--- src/design/dcpf_pkg.sv ---
// Types and constants of the drive command to PWM frame encoder.
package dcpf_pkg;

    localparam int CFG_IDX_W  = 3;
    localparam int CFG_DATA_W = 16;

    // Register indexes on the configuration port
    localparam logic [CFG_IDX_W-1:0] REG_MAX_SPEED   = 3'd0;
    localparam logic [CFG_IDX_W-1:0] REG_MAX_STEER   = 3'd1;
    localparam logic [CFG_IDX_W-1:0] REG_ESC_MIN     = 3'd2;
    localparam logic [CFG_IDX_W-1:0] REG_ESC_MAX     = 3'd3;
    localparam logic [CFG_IDX_W-1:0] REG_STEER_MIN   = 3'd4;
    localparam logic [CFG_IDX_W-1:0] REG_STEER_MAX   = 3'd5;
    localparam logic [CFG_IDX_W-1:0] REG_NEUTRAL     = 3'd6;
    localparam logic [CFG_IDX_W-1:0] REG_START_CODE  = 3'd7;

    // Register reset values
    localparam logic [14:0] RST_MAX_SPEED  = 15'd768;
    localparam logic [14:0] RST_MAX_STEER  = 15'd3277;
    localparam logic [15:0] RST_ESC_MIN    = 16'd4000;
    localparam logic [15:0] RST_ESC_MAX    = 16'd6000;
    localparam logic [15:0] RST_STEER_MIN  = 16'd4000;
    localparam logic [15:0] RST_STEER_MAX  = 16'd6000;
    localparam logic [15:0] RST_NEUTRAL    = 16'd5000;
    localparam logic [15:0] RST_START_CODE = 16'd1;

    // Coefficients, unsigned Q.16
    localparam logic [28:0] COEF_BASE  = 29'd336771082;   // 5138.7189
    localparam logic [23:0] COEF_LIN   = 24'd13502421;    // 206.0306
    localparam logic [21:0] COEF_SQR   = 22'd2664307;     // 40.6541
    localparam logic [22:0] COEF_STEER = 23'd5632404;     // 1.5 * 180 / pi

    localparam logic [15:0] STOP_ESC = 16'd5138;
    localparam logic [7:0]  SYNC0    = 8'hFF;
    localparam logic [7:0]  SYNC1    = 8'hFE;

    // Byte positions within the frame
    localparam logic [2:0] BYTE_SYNC0    = 3'd0;
    localparam logic [2:0] BYTE_SYNC1    = 3'd1;
    localparam logic [2:0] BYTE_STEER_HI = 3'd2;
    localparam logic [2:0] BYTE_STEER_LO = 3'd3;
    localparam logic [2:0] BYTE_ESC_HI   = 3'd4;
    localparam logic [2:0] BYTE_ESC_LO   = 3'd5;
    localparam logic [2:0] BYTE_DRV_HI   = 3'd6;
    localparam logic [2:0] BYTE_DRV_LO   = 3'd7;

    typedef struct packed {
        logic signed [15:0] speed_cmd;
        logic signed [15:0] steer_cmd;
        logic [15:0]        drive_cmd;
    } in_t;

    typedef struct packed {
        logic [7:0]         frame_byte;
        logic               last_byte;
        logic [14:0]        applied_speed;
        logic signed [15:0] applied_steer;
        logic               started;
    } out_t;

    typedef struct packed {
        logic [14:0] speed_limit;
        logic [14:0] max_steer;
        logic [15:0] esc_min;
        logic [15:0] esc_max;
        logic [15:0] steer_min;
        logic [15:0] steer_max;
        logic [15:0] neutral;
        logic [15:0] start_code;
    } cfg_t;

    // Finished pulse values of one command, ready for framing
    typedef struct packed {
        logic [15:0]        esc;
        logic [15:0]        steer;
        logic [15:0]        drv;
        logic [14:0]        app_spd;
        logic signed [15:0] app_ang;
        logic               started;
    } pulse_t;

endpackage

--- src/design/dcpf_cfg.sv ---
// Configuration register file of the PWM frame encoder.
module dcpf_cfg (
    input  logic                             clk,
    input  logic                             rst_n,
    input  logic                             cfg_we,
    input  logic [dcpf_pkg::CFG_IDX_W-1:0]   cfg_index,
    input  logic [dcpf_pkg::CFG_DATA_W-1:0]  cfg_data,
    output dcpf_pkg::cfg_t                   cfg
);

    dcpf_pkg::cfg_t cfg_reg;

    always_ff @(posedge clk or negedge rst_n)
    begin
        if (!rst_n)
        begin
            cfg_reg.speed_limit <= dcpf_pkg::RST_MAX_SPEED;
            cfg_reg.max_steer   <= dcpf_pkg::RST_MAX_STEER;
            cfg_reg.esc_min     <= dcpf_pkg::RST_ESC_MIN;
            cfg_reg.esc_max     <= dcpf_pkg::RST_ESC_MAX;
            cfg_reg.steer_min   <= dcpf_pkg::RST_STEER_MIN;
            cfg_reg.steer_max   <= dcpf_pkg::RST_STEER_MAX;
            cfg_reg.neutral     <= dcpf_pkg::RST_NEUTRAL;
            cfg_reg.start_code  <= dcpf_pkg::RST_START_CODE;
        end
        else if (cfg_we)
        begin
            unique case (cfg_index)
                dcpf_pkg::REG_MAX_SPEED:  cfg_reg.speed_limit <= cfg_data[14:0];
                dcpf_pkg::REG_MAX_STEER:  cfg_reg.max_steer   <= cfg_data[14:0];
                dcpf_pkg::REG_ESC_MIN:    cfg_reg.esc_min     <= cfg_data;
                dcpf_pkg::REG_ESC_MAX:    cfg_reg.esc_max     <= cfg_data;
                dcpf_pkg::REG_STEER_MIN:  cfg_reg.steer_min   <= cfg_data;
                dcpf_pkg::REG_STEER_MAX:  cfg_reg.steer_max   <= cfg_data;
                dcpf_pkg::REG_NEUTRAL:    cfg_reg.neutral     <= cfg_data;
                dcpf_pkg::REG_START_CODE: cfg_reg.start_code  <= cfg_data;
                default: ;
            endcase
        end
    end

    assign cfg = cfg_reg;

endmodule

--- src/design/dcpf_calc.sv ---
// Six-stage pipeline from command to clamped ESC and steering pulse values.
module dcpf_calc (
    input  logic             clk,
    input  logic             rst_n,
    input  dcpf_pkg::cfg_t   cfg,
    input  logic             cmd_valid,
    output logic             cmd_ready,
    input  dcpf_pkg::in_t    cmd,
    output logic             pulse_valid,
    input  logic             pulse_ready,
    output dcpf_pkg::pulse_t pulse
);

    localparam int NSTAGE = 6;

    // Values carried unchanged along the pipe
    typedef struct packed {
        logic               go;
        logic [15:0]        drv;
        logic [14:0]        app_spd;
        logic signed [15:0] app_ang;
    } side_t;

    logic [NSTAGE:1] vld_reg;
    logic [NSTAGE:1] adv;
    side_t           side_reg [1:NSTAGE-1];

    // Stage ready chain: a stage loads when empty or when its content moves on
    always_comb
    begin
        adv[NSTAGE] = !vld_reg[NSTAGE] || pulse_ready;
        for (int k = NSTAGE - 1; k >= 1; k--)
        begin
            adv[k] = !vld_reg[k] || adv[k+1];
        end
    end

    assign cmd_ready   = adv[1];
    assign pulse_valid = vld_reg[NSTAGE];

    always_ff @(posedge clk or negedge rst_n)
    begin
        if (!rst_n)
        begin
            vld_reg <= '0;
        end
        else
        begin
            if (adv[1])
            begin
                vld_reg[1] <= cmd_valid;
            end
            for (int k = 2; k <= NSTAGE; k++)
            begin
                if (adv[k])
                begin
                    vld_reg[k] <= vld_reg[k-1];
                end
            end
        end
    end

    // ---------------- stage 1: start check and input clamps
    logic               s1_go;
    logic [14:0]        s1_spd;
    logic signed [15:0] s1_ang;
    logic signed [15:0] s1_lim_pos;
    logic signed [15:0] s1_lim_neg;
    side_t              s1_next;

    always_comb
    begin
        s1_go      = (cmd.drive_cmd == cfg.start_code);
        s1_lim_pos = $signed({1'b0, cfg.max_steer});
        s1_lim_neg = 16'sd0 - s1_lim_pos;
        if (cmd.speed_cmd[15])
        begin
            s1_spd = '0;
        end
        else if (cmd.speed_cmd[14:0] > cfg.speed_limit)
        begin
            s1_spd = cfg.speed_limit;
        end
        else
        begin
            s1_spd = cmd.speed_cmd[14:0];
        end
        if (cmd.steer_cmd > s1_lim_pos)
        begin
            s1_ang = s1_lim_pos;
        end
        else if (cmd.steer_cmd < s1_lim_neg)
        begin
            s1_ang = s1_lim_neg;
        end
        else
        begin
            s1_ang = cmd.steer_cmd;
        end
        s1_next.go      = s1_go;
        s1_next.drv     = cmd.drive_cmd;
        s1_next.app_spd = s1_go ? s1_spd : 15'd0;
        s1_next.app_ang = s1_go ? s1_ang : 16'sd0;
    end

    // Side values move with their stage; stage 6 keeps them in the pulse record
    always_ff @(posedge clk)
    begin
        if (adv[1])
        begin
            side_reg[1] <= s1_next;
        end
        for (int k = 2; k < NSTAGE; k++)
        begin
            if (adv[k])
            begin
                side_reg[k] <= side_reg[k-1];
            end
        end
    end

    // ---------------- stage 2: first products
    logic [29:0] sq_reg,  sq_next;
    logic [38:0] lin_reg, lin_next;
    logic [37:0] pm_reg,  pm_next;
    logic        neg_reg;
    logic [14:0] s2_mag;

    always_comb
    begin
        s2_mag   = side_reg[1].app_ang[15] ? 15'(16'sd0 - side_reg[1].app_ang)
                                           : side_reg[1].app_ang[14:0];
        sq_next  = {15'd0, side_reg[1].app_spd} * {15'd0, side_reg[1].app_spd};
        lin_next = {24'd0, side_reg[1].app_spd} * {15'd0, dcpf_pkg::COEF_LIN};
        pm_next  = {23'd0, s2_mag} * {15'd0, dcpf_pkg::COEF_STEER};
    end

    always_ff @(posedge clk)
    begin
        if (adv[2])
        begin
            sq_reg      <= sq_next;
            lin_reg     <= lin_next;
            pm_reg      <= pm_next;
            neg_reg     <= side_reg[1].app_ang[15];
        end
    end

    // ---------------- stage 3: square term, raw steering pulse
    logic [51:0]        sqp_reg, sqp_next;
    logic [38:0]        lin3_reg;
    logic signed [17:0] st_reg, st_next;
    logic [8:0]         s3_q;

    always_comb
    begin
        s3_q     = pm_reg[37:29];
        sqp_next = {22'd0, sq_reg} * {30'd0, dcpf_pkg::COEF_SQR};
        // negative angle steers toward higher pulse values
        st_next  = neg_reg ? $signed({2'b00, cfg.neutral} + {9'd0, s3_q})
                           : $signed({2'b00, cfg.neutral} - {9'd0, s3_q});
    end

    always_ff @(posedge clk)
    begin
        if (adv[3])
        begin
            sqp_reg     <= sqp_next;
            lin3_reg    <= lin_reg;
            st_reg      <= st_next;
        end
    end

    // ---------------- stage 4: ESC polynomial in Q.32, steering clamp
    logic signed [55:0] sum_reg, sum_next;
    logic [15:0]        stc_reg, stc_next;
    logic signed [17:0] s4_hi, s4_lo, s4_t;

    always_comb
    begin
        sum_next = $signed({11'd0, dcpf_pkg::COEF_BASE, 16'd0}
                           + {9'd0, lin3_reg, 8'd0}
                           - {4'd0, sqp_reg});
        s4_hi = $signed({2'b00, cfg.steer_max});
        s4_lo = $signed({2'b00, cfg.steer_min});
        s4_t  = (st_reg > s4_hi) ? s4_hi : st_reg;
        s4_t  = (s4_t < s4_lo) ? s4_lo : s4_t;
        stc_next = s4_t[15:0];
    end

    always_ff @(posedge clk)
    begin
        if (adv[4])
        begin
            sum_reg     <= sum_next;
            stc_reg     <= stc_next;
        end
    end

    // ---------------- stage 5: truncate toward zero
    logic signed [23:0] e_reg, e_next;
    logic [15:0]        stc5_reg;

    always_comb
    begin
        e_next = sum_reg[55:32] + {23'd0, sum_reg[55] & (|sum_reg[31:0])};
    end

    always_ff @(posedge clk)
    begin
        if (adv[5])
        begin
            e_reg       <= e_next;
            stc5_reg    <= stc_reg;
        end
    end

    // ---------------- stage 6: ESC clamp, stop frame selection
    dcpf_pkg::pulse_t   pulse_reg, pulse_next;
    logic signed [23:0] s6_hi, s6_lo, s6_t;

    always_comb
    begin
        s6_hi = $signed({8'd0, cfg.esc_max});
        s6_lo = $signed({8'd0, cfg.esc_min});
        s6_t  = (e_reg > s6_hi) ? s6_hi : e_reg;
        s6_t  = (s6_t < s6_lo) ? s6_lo : s6_t;
        pulse_next.esc     = side_reg[5].go ? s6_t[15:0] : dcpf_pkg::STOP_ESC;
        pulse_next.steer   = side_reg[5].go ? stc5_reg : cfg.neutral;
        pulse_next.drv     = side_reg[5].drv;
        pulse_next.app_spd = side_reg[5].app_spd;
        pulse_next.app_ang = side_reg[5].app_ang;
        pulse_next.started = side_reg[5].go;
    end

    always_ff @(posedge clk)
    begin
        if (adv[6])
        begin
            pulse_reg   <= pulse_next;
        end
    end

    assign pulse = pulse_reg;

endmodule

--- src/design/dcpf_ser.sv ---
// Frame serializer: one pulse record in, eight frame bytes out.
module dcpf_ser (
    input  logic             clk,
    input  logic             rst_n,
    input  logic             pulse_valid,
    output logic             pulse_ready,
    input  dcpf_pkg::pulse_t pulse,
    output logic             frame_valid,
    input  logic             frame_ready,
    output dcpf_pkg::out_t   frame
);

    dcpf_pkg::pulse_t rec_reg;
    logic [2:0]       cnt_reg, cnt_next;
    logic             busy_reg, busy_next;
    logic             last;
    logic             take;
    logic             send;

    assign last        = (cnt_reg == dcpf_pkg::BYTE_DRV_LO);
    assign send        = busy_reg && frame_ready;
    assign pulse_ready = !busy_reg || (frame_ready && last);
    assign take        = pulse_valid && pulse_ready;

    always_comb
    begin
        cnt_next  = cnt_reg;
        busy_next = busy_reg;
        if (send)
        begin
            cnt_next = cnt_reg + 3'd1;
            if (last)
            begin
                busy_next = 1'b0;
            end
        end
        if (take)
        begin
            cnt_next  = dcpf_pkg::BYTE_SYNC0;
            busy_next = 1'b1;
        end
    end

    always_ff @(posedge clk or negedge rst_n)
    begin
        if (!rst_n)
        begin
            cnt_reg  <= '0;
            busy_reg <= 1'b0;
        end
        else
        begin
            cnt_reg  <= cnt_next;
            busy_reg <= busy_next;
        end
    end

    always_ff @(posedge clk)
    begin
        if (take)
        begin
            rec_reg <= pulse;
        end
    end

    always_comb
    begin
        case (cnt_reg)
            dcpf_pkg::BYTE_SYNC0:    frame.frame_byte = dcpf_pkg::SYNC0;
            dcpf_pkg::BYTE_SYNC1:    frame.frame_byte = dcpf_pkg::SYNC1;
            dcpf_pkg::BYTE_STEER_HI: frame.frame_byte = rec_reg.steer[15:8];
            dcpf_pkg::BYTE_STEER_LO: frame.frame_byte = rec_reg.steer[7:0];
            dcpf_pkg::BYTE_ESC_HI:   frame.frame_byte = rec_reg.esc[15:8];
            dcpf_pkg::BYTE_ESC_LO:   frame.frame_byte = rec_reg.esc[7:0];
            dcpf_pkg::BYTE_DRV_HI:   frame.frame_byte = rec_reg.drv[15:8];
            default:                 frame.frame_byte = rec_reg.drv[7:0];
        endcase
        frame.last_byte     = last;
        frame.applied_speed = rec_reg.app_spd;
        frame.applied_steer = rec_reg.app_ang;
        frame.started       = rec_reg.started;
    end

    assign frame_valid = busy_reg;

endmodule

--- src/design/drive_command_to_pwm_frame.sv ---
// Top level of the drive command to PWM frame encoder.
//
// Usage:
//   cmd channel (cmd_valid / cmd_ready / cmd): one drive command per transfer,
//   carrying speed (Q8.8), steering angle (Q2.13) and the drive command code.
//   frame channel (frame_valid / frame_ready / frame): eight transfers per
//   command, the frame bytes FF, FE, steering hi/lo, ESC hi/lo, drive hi/lo,
//   with last_byte set on the eighth. Applied speed, applied angle and the
//   started flag repeat on all eight bytes.
//   cfg port (cfg_we / cfg_index / cfg_data): single-cycle register writes,
//   no read-back; write only while no command is in flight.
// Path: an accepted command passes the six arithmetic stages and is then
//   loaded into the serializer, which then shows its first byte.
// Throughput: the sustained command rate is set by the serializer, which
//   emits one byte per cycle while frame_ready is high; the six-stage pipe
//   takes a command every cycle unless full, and buffers up to six commands.
// Reset: rst_n clears the pipe and serializer and loads the register
//   defaults; cmd_ready is high once reset is released.
// Stall: when frame_ready is low the current byte holds; the pipe keeps
//   accepting until all stages are full, then cmd_ready drops.
module drive_command_to_pwm_frame (
    input  logic                             clk,
    input  logic                             rst_n,
    input  logic                             cmd_valid,
    output logic                             cmd_ready,
    input  dcpf_pkg::in_t                    cmd,
    output logic                             frame_valid,
    input  logic                             frame_ready,
    output dcpf_pkg::out_t                   frame,
    input  logic                             cfg_we,
    input  logic [dcpf_pkg::CFG_IDX_W-1:0]   cfg_index,
    input  logic [dcpf_pkg::CFG_DATA_W-1:0]  cfg_data
);

    dcpf_pkg::cfg_t   cfg;
    dcpf_pkg::pulse_t pulse;
    logic             pulse_valid;
    logic             pulse_ready;

    // Register file
    dcpf_cfg u_cfg (
        .clk       (clk),
        .rst_n     (rst_n),
        .cfg_we    (cfg_we),
        .cfg_index (cfg_index),
        .cfg_data  (cfg_data),
        .cfg       (cfg)
    );

    // Clamps, polynomial and steering map, one stage per major operation
    dcpf_calc u_calc (
        .clk         (clk),
        .rst_n       (rst_n),
        .cfg         (cfg),
        .cmd_valid   (cmd_valid),
        .cmd_ready   (cmd_ready),
        .cmd         (cmd),
        .pulse_valid (pulse_valid),
        .pulse_ready (pulse_ready),
        .pulse       (pulse)
    );

    // Byte serializer; takes the next record when idle or on its eighth byte transfer
    dcpf_ser u_ser (
        .clk         (clk),
        .rst_n       (rst_n),
        .pulse_valid (pulse_valid),
        .pulse_ready (pulse_ready),
        .pulse       (pulse),
        .frame_valid (frame_valid),
        .frame_ready (frame_ready),
        .frame       (frame)
    );

endmodule

--- config.mk ---
export PLATFORM = sky130hd
export DESIGN_NAME = drive_command_to_pwm_frame
export DESIGN_NICKNAME = d
export VERILOG_FILES = /design/src/design/dcpf_pkg.sv /design/src/design/dcpf_cfg.sv /design/src/design/dcpf_calc.sv /design/src/design/dcpf_ser.sv /design/src/design/drive_command_to_pwm_frame.sv
export SDC_FILE = /design/constraint.sdc
export NUM_CORES = 2
export LEC_CHECK = 0
export BUFFER_PORTS_ARGS = -buffer_cell sky130_fd_sc_hd__buf_4
export CAP_MARGIN = 15
export CORE_ASPECT_RATIO = 1.4
export CORE_MARGIN = 5
export CORE_UTILIZATION = 65
export DETAILED_ROUTE_END_ITERATION = 8
export PLACE_DENSITY = 0.82
export SKIP_CTS_REPAIR_TIMING = 1
export SLEW_MARGIN = 20
export SYNTH_ARGS = -nofsm -noshare
export SYNTH_HDL_FRONTEND = slang
export SYNTH_SLANG_ARGS = --single-unit
--- constraint.sdc ---
create_clock -name clk -period 10.1 [get_ports clk]
set_clock_uncertainty 0.15 [all_clocks]
set_input_delay 1.01 -clock clk [delete_from_list [all_inputs] [get_ports clk]]
set_output_delay 1.01 -clock clk [all_outputs]
set_load 0.02 [all_outputs]
== Yosys cells after proc, flatten, opt, wreduce, memory -nomap -nowiden ==
Memories as Yosys holds them, arrays and structs flattened.
Index checks and enable logic that the tools add are counted.

* Bits of input ports: 72
* Bits in registers: 623
* Memories: 1
* Bits in writable memories: 240
* Output and inout port bits: 43

{| class="wikitable"
|+ Memory list
! memory !! depth !! width !! read ports !! clocked after memory_dff !! write ports !! RTL line !! source
|-
| u_calc.side_reg || 5 || 48 || 5 || 0 || 5 || dcpf_calc.sv:26 || <nowiki>side_t side_reg [1:NSTAGE-1];</nowiki>
|}

* Muxes and demuxes: 29
* Reductions and logical operators: 31
* Bitwise gates (word level): 1
* $add $sub $neg: 8
* Equal/unequal tests: 15
* Multiply operators: 4
* $lt $le $gt $ge: 7

{| class="wikitable"
|+ Operator list
! kind !! number
|-
| $mux 16 || 6
|-
| $mux 15 || 4
|-
| $pmux 8 s7 || 1
|-
| $sub 56x52->56 || 1
|-
| $mul 30x22->52 const B || 1
|-
| $add 45x47->48 const A || 1
|-
| $mul 15x24->39 const B || 1
|-
| $mul 15x21->36 const B || 1
|-
| $mux 18 || 2
|-
| $reduce_or 32->1 || 1
|-
| $mul 15x15->30 || 1
|-
| $add 24x1->24 || 1
|-
| $eq 3x3->1 const B || 8
|-
| $gt 24x17->1 || 1
|-
| $lt 24x17->1 || 1
|-
| $mux 24 || 1
|-
| $gt 18x17->1 || 1
|-
| $lt 18x17->1 || 1
|-
| $reduce_and 2->1 || 9
|-
| $add 16x9->17 || 1
|-
| $sub 16x9->17 || 1
|-
| $eq 16x16->1 || 1
|-
| $gt 16x16->1 || 1
|-
| $lt 16x16->1 || 1
|-
| other kinds (14) || 47
|}

== Longest topological paths before layout ==
* Depth after elaboration: 11
* Depth in mapped cells: 29
* Depth with buffers taken out: 29

== Modules after synthesis ==
A second synthesis with hierarchy kept.

* Cells, all modules: 5,267
* Area, all modules: 63,935.1 um2

{| class="wikitable"
|+ By module, submodules not included
! module !! instances !! area an instance (um2) !! seq. area each (um2) !! cells an instance
|-
| dcpf_calc || 1 || 55,662.1 || 18,347.6 || 4,799
|-
| dcpf_cfg || 1 || 4,966.0 || 3,204.3 || 275
|-
| dcpf_ser || 1 || 3,306.9 || 2,502.4 || 193
|}

== Worst setup path after synthesis ==
OpenSTA, ideal clock, no wires.

* Path kind: input to register
* Start point: in frame_ready
* End point: reg u_calc.lin_reg[0], enable pin
* Arrival: 8.182 ns
* Cell stages on the path: 4
* Library setup time: 1.077 ns
* Path slack: 0.691 ns
* Data required time: 8.873 ns
* Cells stage by stage: a21boi_0 -> nand4_1 -> nor2_1 -> nand2_1

* Word-level cells in the longest chain between the ends: 7

{| class="wikitable"
|+ RTL lines
! item !! RTL line !! source
|-
| start: declaration || drive_command_to_pwm_frame.sv:28 || <nowiki>input logic frame_ready,</nowiki>
|-
| $logic_and 1x1->1 || dcpf_ser.sv:22 || <nowiki>assign pulse_ready = !busy_reg || (frame_ready && last);</nowiki>
|-
| $logic_or 1x1->1 || dcpf_ser.sv:22 ||
|-
| $logic_or 1x1->1 || dcpf_calc.sv:31 || <nowiki>adv[NSTAGE] = !vld_reg[NSTAGE] || pulse_ready;</nowiki>
|-
| $logic_or 1x1->1 (2 in a row) || dcpf_calc.sv:34 || <nowiki>adv[k] = !vld_reg[k] || adv[k+1];</nowiki>
|-
| net u_calc.adv (one bit) || dcpf_calc.sv:25 || <nowiki>logic [NSTAGE:1] adv;</nowiki>
|-
| $logic_or 1x1->1 (2 in a row) || dcpf_calc.sv:34 ||
|-
| net u_calc.adv (one bit) || dcpf_calc.sv:25 ||
|-
| end signal: assignment || dcpf_calc.sv:143 || <nowiki>lin_reg <= lin_next;</nowiki>
|-
| end: declaration || dcpf_calc.sv:124 || <nowiki>logic [38:0] lin_reg, lin_next;</nowiki>
|}

The timed path passes the listed nets, and every way through them passes these cells.
A chain may end at the register's enable or synchronous reset.

==> out/summary.txt <==
via/cell ratio - 5.78
First DRT Iteration DRCs - 2644
vias in the first global route - 43200
wire length on met2 - 76.4 mm
wire per inst - 21.4 µm
DRT Wirelength - 149 mm
crit start category - flop
DP HPWL - 118 mm
Tightest Pin Transition - 1.13 ns
TritonCTS Sinks - 825
Hold WC Path Type - in -> async
remaining global-route overflow - 0
met3 WL - 8.30 mm
CTS tree - yes
clk slew on worst S/H paths - 0.07 ns
die area - 105000 µm²
fin crit share - 0.794
layout cells sized above 1 - 0.0818
Setup crit end kind - flop
Data required, critical path - 10.47 ns
synthesized area per cell - 11.7 µm²
TritonCTS Buffers - 80
highest routed layer - met5
Final Worst Setup Slack - 2.08 ns
CTS max path bufs - 3
cell count after synthesis - 5458
Fmax - 125 MHz
area delta synth->final - 8.04%
Final setup viols - 0
CP delay by family, top - adder cells
setup slack at placement - 2.07 ns
largest net degree at the start of global routing - 85
ys async rst share - 0.165
core area - 98000 µm²
CP peak stage delay - 0.65 ns
port bufs - 114
final hold vios - 0
max reg flops - 234
via total after detailed routing - 40300
initial antenna violation count - 15
cell at the slowest stage of the critical path - xor2_1
status - finished clean
Max-cap violations - 0
I/O pin total - 115
CTS Root Cell - clkbuf_16
die height - 381 µm
DRC violations left - 0
# rows - 136
die width - 275 µm
Fin Setup TNS - 0 ns
Seq/Total Area, Yosys - 0.377
Post-synth EDFFs - 689
commonest cells after routing, fill and taps aside - 1095 x inv_1, 828 x ha_1, 689 x edfxtp_1
Final ANT Viol Nets - 0
Placer Congestion - 1.01
detailed-router iteration count before antenna repair - 6
crit path kind - reg -> reg
Cell Area, Synth - 64000 µm²
Global Route Usage Sum - 0.290
Nets - 7094
#FFs+latches synth - 825
Top FF cell, synth - edfxtp_1
library cells used by synthesis - 94
Crit Path Max Fanout - 10
RSZ-0062 raised after global routing - no
Buf/Inv on CP - 5
commonest non-fill, non-tap cell in the layout - inv_1
crit path DAT - 8.39 ns
global-route wire length before repair - 234 mm
fin crit period - 8.02 ns
Filler cells - 6866
Initial Utilization - 0.653
Yosys warning count - 0
insertion delay to the later sink of the worst-skew pair - 0.69 ns
WL met1 - 53.6 mm
H-tree depth - 3
Slew HR - 0.244
fin. max-slew vios - 0
## final timing paths
kind                                                            from                     endpoint  slack (ns)  cells past startpoint
worst max-delay path            u_calc.side_reg[0][48]$_SDFFCE_PN0P_  u_calc.pm_reg[37]$_DFFE_PP_        2.08                     28
worst min-delay path                                           rst_n    u_cfg.cfg[14]$_DFFE_PN0P_        0.23                      1
worst max register to register  u_calc.side_reg[0][48]$_SDFFCE_PN0P_  u_calc.pm_reg[37]$_DFFE_PP_        2.08                     28
worst min register to register            u_calc.pulse[28]$_DFFE_PP_    u_ser.frame[28]$_DFFE_PP_        0.24                      0
max in group asynchronous                                      rst_n   u_cfg.cfg[124]$_DFFE_PN0P_        8.21                      2
min in group clk                          u_calc.pulse[28]$_DFFE_PP_    u_ser.frame[28]$_DFFE_PP_        0.24                      0
## cell usage after synthesis (60+ instances only)
| master | instances | area [µm²] |
|---|---|---|
| nand2_1 | 251 | 942 |
| fa_1 | 600 | 12000 |
| edfxtp_1 | 689 | 20700 |
| clkbuf_1 | 61 | 229 |
| a21oi_1 | 200 | 1000 |
| xnor2_1 | 211 | 1850 |
| dfrtp_1 | 95 | 2380 |
| inv_1 | 1096 | 4110 |
| xor2_1 | 68 | 596 |
| ha_1 | 828 | 10400 |
| a21o_1 | 117 | 878 |
| o21ai_0 | 190 | 951 |
| nor2_1 | 191 | 717 |
| nand3_1 | 60 | 300 |
| mux2_2 | 86 | 968 |
## cell type report
type,count,area (µm²),share of cell area
Clock buffer,98,2150,0.0312
Sequential cell,825,24100,0.349
Clock inverter,51,596,0.00862
Tap cell,1311,1640,0.0237
Antenna cell,5,12.5,0.000181
Timing Repair Buffer,151,1140,0.0166
Inverter,1102,4140,0.0599
Multi-Input combinational cell,3434,35300,0.511
## per-stage QoR
step                cells  instance area, µm²  utilization  hold slack [ns]
global placement     6822               66300        0.677            0.251
global route         6976               69100        0.705            0.269
CTS                  6971               69100        0.705            0.239
finish               6977               69100        0.705            0.230
floorplan            5464               64000            -            0.250
detailed placement   6822               66300        0.677            0.255
## worst register-to-register path: cells and delay by family (launching register included)
family | cells | cell delay, ns
XOR/XNOR | 1 | 0.65
AND/OR/NAND/NOR | 4 | 0.43
adder cells (fa/ha/maj) | 8 | 3.25
flip-flops | 1 | 0.48
buffers and inverters | 5 | 0.56
AO/OA/AOI/OAI | 10 | 2.36
## layer usage
metal | vias up | track usage
li1 | 18600 | -
met1 | 20000 | 0.336
met2 | 1269 | 0.510
met3 | 488 | 0.0426
met4 | 14 | 0.170
met5 | - | 0
## cell families (layout without fill, tap and decap cells)
group,count (synthesis),count (layout),share of synthesized area
simple gates,794,794,0.0597
mux,142,142,0.0242
compound gates,783,783,0.0778
buf+inv,1205,1402,0.0729
flops,825,825,0.377
xor+xnor,279,279,0.0382
other cells,2,13,0.000117
fa+ha+maj,1428,1428,0.350
Power is not shown: default switching activity piles up to over one toggle a cycle in this logic, so the estimate is an artifact.
